**src/sv/ddo_pkg.sv**
```systemverilog
package ddo_pkg;

    localparam int GainW   = 24;
    localparam int InvBwW  = 24;
    localparam int DtW     = 16;
    localparam int RawW    = 24;
    localparam int PosW    = 32;
    localparam int AngW    = 32;
    localparam int VelW    = 24;
    localparam int CfgIdxW = 2;

    localparam logic [CfgIdxW-1:0] CFG_SPEED_GAIN = 2'd0;
    localparam logic [CfgIdxW-1:0] CFG_INV_BASE_W = 2'd1;
    localparam logic [CfgIdxW-1:0] CFG_STEP_TIME  = 2'd2;

    localparam logic [GainW-1:0]  GAIN_RESET  = 24'd964752;
    localparam logic [InvBwW-1:0] INVBW_RESET = 24'd179549;
    localparam logic [DtW-1:0]    DT_RESET    = 16'd655;

    localparam logic [31:0] GAIN_COMP  = 32'd2608131496;
    localparam logic [31:0] RAD_TO_BAM = 32'd683565276;

    typedef struct packed {
        logic signed [RawW-1:0] left_raw_speed;
        logic signed [RawW-1:0] right_raw_speed;
    } ddo_in_t;

    typedef struct packed {
        logic signed [PosW-1:0] position_x;
        logic signed [PosW-1:0] position_y;
        logic [AngW-1:0]        heading_angle;
        logic signed [VelW-1:0] linear_velocity;
        logic signed [VelW-1:0] angular_velocity;
    } ddo_out_t;

    typedef struct packed {
        logic [CfgIdxW-1:0] index;
        logic [GainW-1:0]   data;
    } ddo_cfg_t;

    function automatic logic [31:0] atan_bam(input logic [4:0] i);
        logic [31:0] r;
        begin
            case (i)
                5'd0: r = 32'd536870912;
                5'd1: r = 32'd316933406;
                5'd2: r = 32'd167458907;
                5'd3: r = 32'd85004756;
                5'd4: r = 32'd42667331;
                5'd5: r = 32'd21354465;
                5'd6: r = 32'd10679838;
                5'd7: r = 32'd5340245;
                5'd8: r = 32'd2670163;
                5'd9: r = 32'd1335087;
                5'd10: r = 32'd667544;
                5'd11: r = 32'd333772;
                5'd12: r = 32'd166886;
                5'd13: r = 32'd83443;
                5'd14: r = 32'd41722;
                5'd15: r = 32'd20861;
                5'd16: r = 32'd10430;
                5'd17: r = 32'd5215;
                5'd18: r = 32'd2608;
                5'd19: r = 32'd1304;
                5'd20: r = 32'd652;
                5'd21: r = 32'd326;
                5'd22: r = 32'd163;
                5'd23: r = 32'd81;
                5'd24: r = 32'd41;
                5'd25: r = 32'd20;
                5'd26: r = 32'd10;
                5'd27: r = 32'd5;
                5'd28: r = 32'd3;
                5'd29: r = 32'd1;
                5'd30: r = 32'd1;
                default: r = 32'd0;
            endcase
            return r;
        end
    endfunction

endpackage

```
**src/sv/ddo_smul.sv**
```systemverilog
// serial signed multiplier: radix-4 digit of b per cycle, a held whole
module ddo_smul
    import ddo_pkg::*;
#(
    parameter int AW = 34,
    parameter int BW = 34
)
(
    input  logic                   clk,
    input  logic                   rst_n,
    input  logic                   start,
    input  logic signed [AW-1:0]   a,
    input  logic signed [BW-1:0]   b,
    output logic                   done,
    output logic signed [AW+BW-1:0] p
);
    localparam int Steps = (BW + 1) / 2;
    localparam int BXW   = 2 * Steps;
    localparam int CW    = $clog2(Steps + 1);

    logic signed [AW-1:0]    a_reg;
    logic [BXW-1:0]          b_reg, b_next;
    logic signed [AW+BXW-1:0] acc_reg, acc_next;
    logic [CW-1:0]           cnt_reg, cnt_next;
    logic                    busy_reg, busy_next;
    logic                    done_reg, done_next;
    logic signed [AW+2:0]    part;
    logic signed [AW+2:0]    a_ext;
    logic                    top_digit;

    always_comb
    begin
        top_digit = (cnt_reg == CW'(Steps - 1));
        a_ext     = (AW+3)'(a_reg);
        // last digit of a sign-extended b is signed
        case ({top_digit, b_reg[1:0]})
            3'b000:  part = '0;
            3'b001:  part = a_ext;
            3'b010:  part = a_ext <<< 1;
            3'b011:  part = a_ext + (a_ext <<< 1);
            3'b100:  part = '0;
            3'b101:  part = a_ext;
            3'b110:  part = -(a_ext <<< 1);
            default: part = -a_ext;
        endcase
        acc_next  = acc_reg;
        b_next    = b_reg;
        cnt_next  = cnt_reg;
        busy_next = busy_reg;
        done_next = 1'b0;
        if (start)
        begin
            acc_next  = '0;
            b_next    = BXW'($signed(b));
            cnt_next  = '0;
            busy_next = 1'b1;
        end
        else if (busy_reg)
        begin
            acc_next = (acc_reg >>> 2) + ((AW+BXW)'(part) <<< (BXW - 2));
            b_next   = b_reg >> 2;
            cnt_next = cnt_reg + CW'(1);
            if (top_digit)
            begin
                busy_next = 1'b0;
                done_next = 1'b1;
            end
        end
    end

    always_ff @(posedge clk or negedge rst_n)
    begin
        if (!rst_n)
        begin
            busy_reg <= 1'b0;
            done_reg <= 1'b0;
            cnt_reg  <= '0;
        end
        else
        begin
            busy_reg <= busy_next;
            done_reg <= done_next;
            cnt_reg  <= cnt_next;
        end
    end

    always_ff @(posedge clk)
    begin
        if (start)
            a_reg <= a;
        acc_reg <= acc_next;
        b_reg   <= b_next;
    end

    assign done = done_reg;
    assign p    = (AW+BW)'(acc_reg);
endmodule

```
**config.mk**
```make
export PLATFORM = sky130hd
export DESIGN_NAME = ddo_smul
export DESIGN_NICKNAME = d
export VERILOG_FILES = /design/src/sv/ddo_pkg.sv /design/src/sv/ddo_smul.sv
export SDC_FILE = /design/constraint.sdc
export NUM_CORES = 1
export LEC_CHECK = 0
export ABC_AREA = 1
export BUFFER_PORTS_ARGS = -buffer_cell sky130_fd_sc_hd__buf_2
export CAP_MARGIN = 5
export CORE_UTILIZATION = 65
export DETAILED_ROUTE_END_ITERATION = 16
export PLACE_DENSITY = 0.95
export SLEW_MARGIN = 5
export SYNTH_ARGS = -nofsm -noshare
export SYNTH_HDL_FRONTEND = slang
export SYNTH_SLANG_ARGS = --single-unit
```
**constraint.sdc**
```tcl
create_clock -name clk -period 7.8 [get_ports clk]
set_input_delay 1.56 -clock clk [delete_from_list [all_inputs] [get_ports clk]]
set_output_delay 1.56 -clock clk [all_outputs]
set_load 0.05 [all_outputs]
```
; Word level (Yosys, flattened, before mapping)
; Index checks and enable logic that the tools add are counted.
[classes]
eq_ne = 7
n_bitwise = 0
div = 0
reduce_logical = 4
n_shift = 0
mux = 11
magnitude_cmp = 0
addsub = 5
mul = 0
[op_table]
columns = op, n
row1 = 36-bit one-hot mux with 5 select lines, 1
row2 = 66-bit by 68-bit adder with 68-bit output, 1
row3 = 34-bit 2-to-1 mux, 2
row4 = 34-bit by 35-bit adder with 36-bit output, 1
row5 = 34-bit negation with 36-bit output, 1
row6 = 35-bit negation with 36-bit output, 1
row7 = 5-bit 2-to-1 mux, 2
row8 = 3-bit == test (second input constant), 3
row9 = 3-bit by 2-bit == test with 1-bit output (second input constant), 2
row10 = 1-bit 2-to-1 mux, 6
row11 = 5-bit by 1-bit adder with 5-bit output (second input constant), 1
row12 = 5-bit == test (second input constant), 1
row13 = 2-bit OR reduction, 2
row14 = 3-bit by 1-bit == test with 1-bit output (second input constant), 1
row15 = 3-bit logical NOT, 1
row16 = 2-bit nonzero test, 1
[word_totals]
mem_count = 0
ramBits = 0
register_bits = 143
in_bits = 71
rom_bits = 0
word_cells = 33
latch_bits = 0

; Depth between registers and ports, before layout
[depth]
ltp_word = 5
depth_mapped = 27

; Worst setup path before layout
; Ideal clock, no wire load.
[synth_timing]
kind = input -> register
start = input port start
end = register b_reg[0] (enable)
slack_ns = 4.479
arrival_time_ns = 2.909
cell_stages = 3
setup_ns = 0.412
t_required_ns = 7.388
path_buffers = 1
cell_sequence = inv_2 > nand2_1 > clkbuf_1
[synth_between]
elab_chain_len = 1
[synth_rtl]
columns = item, line
row1 = start: declaration, ddo_smul.sv:11  ; input logic start,
row2 = 2-bit nonzero test (no source line), -
row3 = end signal: assignment, ddo_smul.sv:92  ; b_reg <= b_next;
row4 = end: declaration, ddo_smul.sv:22  ; logic [BXW-1:0] b_reg, b_next;
; No other way between the ends.
; A chain may end at the register's enable or synchronous reset.

; Final worst setup path
[layout_timing]
start = register b_reg[1]
end = register acc_reg[60] (netlist: p[60])
[layout_between]
elab_chain_len = 4
word_cells_on_any_way = 11
cone_classes = 1 x add/sub / 6 x eq/ne / 1 x mux / 3 x reduce/logical
[layout_rtl]
columns = item, line
row1 = "3-bit == test, or another cell as far along", ddo_smul.sv:36  ; case ({top_digit, b_reg[1:0]})
row2 = 2-bit OR reduction (no source line), -
row3 = 36-bit one-hot mux with 5 select lines *, ddo_smul.sv:36
row4 = 66-bit by 68-bit adder with 68-bit output *, ddo_smul.sv:60  ; acc_next = (acc_reg >>> 2) + ((AW+BXW)'(part) <<< (BXW - 2));
row5 = end signal: assignment, ddo_smul.sv:91  ; acc_reg <= acc_next;
row6 = end: declaration, ddo_smul.sv:23  ; logic signed [AW+BXW-1:0] acc_reg, acc_next;
; Mark *: on every way between the ends. The rest lies on a longest branch, timed or not.

==> reports/metrics.csv <==
metric,value,unit
most frequent CP cell,nand2_1,
Final period util,0.589,
Synth cell types,53,
max-cap violations,0,
final non-filler cell total,2105,
Arrival @ worst endpoint,4930,ps
# port buffers,139,
vias in the first global route,12000,
largest net degree at the start of global routing,74,
worst path cell trace,nor2_2 -> inv_1 -> o21ai_0 -> a211oi_1 -> a22oi_1 -> ha_1 -> a21oi_1 -> o21ai_1 -> a21oi_1 -> inv_1 -> nand2_1 -> nand2_1 -> nand3_1 -> nand2_1 -> nand2_1 -> nand3_1 -> nand2_1 -> inv_1,
grt met2 use,0.699,
outcome,completed,
# setup viols final,0,
"critical path fanouts, max",26,
CTS Hold Bufs,0,
"Area growth, synth to finish",11.9,%
most crowded layer after global routing,met2,
RSZ-0062 raised after global routing,no,
Initial DRT Pass Iterations,7,
Buffers & Inverters on Critical Path,3,
GR Util All Layers,0.434,
drc violations,0,
synthesized net count,1918,
Largest register FFs,68,
number of antenna violations at the first check in global routing,0,
met1 Track Usage GR,0.551,
Synthesis Warnings,0,
Fin Setup TNS,0,ps
post-CTS sizing,0,
Root Buffer,clkbuf_16,
critical path class,flop to flop,
"Cell Area, Synth",11900,um^2
Cells after Synth,1742,
Placed Cells,2073,
routed vias,13200,
first-pass GRT wire length,62400,um
post-synthesis async set-or-reset flop share,0.0490,
"Reg clk slew, reported paths",70,ps
register bit total from synthesis,143,
worst ir drop on vdd,0.000229,V
cell taking the most area after synthesis,edfxtp_1,
setup bufs post-CTS,0,
DR iter-0 viols,1637,
Crit path max-delay family,simple AND/OR/NAND/NOR gates,
row cnt,49,
core region area,17900,um^2
WL final,40800,um
Final Net Count,2039,
detailed placement HPWL,29900,um
Leak,6.55,nW
Design Power,0.00348,W
Yosys top cell area share,0.172,
die area,18800,um^2
antenna fix cells,0,
CP max-delay cell,nor2_2,
min Tclk post-route,4600,ps
GR Overflow Total,0,
Worst-Skew Late Latency,440,ps
worst slew pin tran,1240,ps
f_max,218,MHz
Synth Flop Type,edfxtp_1,
Util after Layout,0.741,
routed len/inst,19.4,um
Worst EP required,8130,ps
routability cong.,1.00,
syn avg cell area,6.81,um^2
# IOs,140,
Filler cells,1396,
Min Hold Slack,492,ps
clk sinks,143,
Num CTS Buffers,17,
Initial Utilization,0.663,
max_slew headroom,0.175,
met3 GRT Util,0.0748,
CTS tree,done,
CP peak stage delay,970,ps
Final Max Slew Viols,0,
power density over the cells,262,nW/um^2
share of layout cells above drive strength 1,0.124,
clock skew,10.1,ps
clk buf depth,2,
Post-synth EDFFs,68,
Vias/cell,6.25,
die width,137,um
Die Y,137,um
Worst setup SP type,flop,
"Seq/Total Area, Yosys",0.302,
Crit. End Element,flop,
ranking of synthesized cells by area,"edfxtp_1, nand2_1, dfxtp_1",
Min-Delay Path Class,flop to flop,
H-tree Lvls,4,
final antenna-violating net count,0,
Hold Fails Final Rpt,0,
[worst min-delay path, stage by stage (launching register included)]
cell and delay (ps):
dfxtp_1 310, inv_1 70, o22ai_1 70
[final timing paths]
path | cells after the start | slack, ps | endpoint | start
min in group asynchronous | 1 | 950 | done$_DFF_PN0_ | rst_n
max | 18 | 3200 | p[60]$_SDFFE_PP0P_ | b_reg[1]$_DFFE_PP_
max in group asynchronous | 1 | 6680 | cnt_reg[2]$_DFFE_PN0P_ | rst_n
min | 2 | 490 | p[31]$_SDFFE_PP0P_ | p[31]$_SDFFE_PP0P_
min reg2reg | 2 | 490 | p[31]$_SDFFE_PP0P_ | p[31]$_SDFFE_PP0P_
max reg2reg | 18 | 3200 | p[60]$_SDFFE_PP0P_ | b_reg[1]$_DFFE_PP_
[power breakdown]
part / internal [W] / switching [W] / total, W / leakage [nW]
sequential: 0.000907 / 0.000124 / 0.00103 / 1.36
clock: 0.000419 / 0.000397 / 0.000816 / 0.267
combinational: 0.000482 / 0.00115 / 0.00163 / 4.92
total: 0.00181 / 0.00167 / 0.00348 / 6.55
[cells in the mapped netlist, types with 11 or more instances]
cell	count
o21ai_0	75
xor2_1	24
buf_2	11
nor2_2	14
clkbuf_1	30
o21ai_1	17
nor2_1	124
edfxtp_1	68
a221oi_1	14
nor3_1	23
inv_1	241
o21bai_1	13
inv_2	14
nand4_1	23
ha_1	103
nand3_1	117
o22ai_1	32
nand2_1	467
a21oi_1	139
dfxtp_1	68
[through the flow]
step | setup slack, ps | cell area [um^2]
final | 3200 | 13300
after global routing | 3050 | 13300
after CTS | 3450 | 13300
after global placement | 3690 | 12700
after floorplan | 4480 | 11900
after detailed placement | 3570 | 12700
[cell families after synthesis]
| logic type | Yosys count | share of synthesized area |
|---|---|---|
| flip-flops | 143 | 0.302 |
| buffers and inverters | 300 | 0.0964 |
| AO/OA/AOI/OAI | 357 | 0.177 |
| XOR/XNOR | 30 | 0.0221 |
| AND/OR/NAND/NOR | 807 | 0.291 |
| adder cells (fa/ha/maj) | 105 | 0.112 |
[cells in the final DEF (no fill, tap or decap), types with 6 or more instances in the layout]
cell type  count
o211ai_1       6
nor3_1        23
o21ai_0       75
inv_1        241
a31oi_1        9
or2_2          8
o2111ai_1     10
buf_2        139
a221oi_1      14
o21ai_1       17
edfxtp_1      68
inv_2         14
dfxtp_1       68
ha_1         103
a21oi_1      139
clkbuf_16     17
nor2_2        14
a22oi_1       10
o21bai_1      13
o22ai_1       32
nor2_1       124
nand2_2        7
nand3_1      117
xnor2_1        6
a21o_1         9
xor2_1        24
nand4_1       23
buf_4          6
nand2_1      466
dfrtp_1        7
[routing by layer]
layer | part of all wire | vias up
li1 | - | 6065
met1 | 0.39 | 5928
met2 | 0.45 | 976
met3 | 0.11 | 193
met4 | 0.058 | 0
met5 | 0 | -
[cell type report]
class                      count  area, um^2  share of cell area
clock buffer                  17         425              0.0321
clock inverter                15         130             0.00980
inverter                     257         965              0.0727
multi-input combinational   1299        7150               0.538
sequential                   143        3580               0.270
tap                          229         287              0.0216
timing repair buffer         145         741              0.0558
Power figures use the tool's default switching activity.
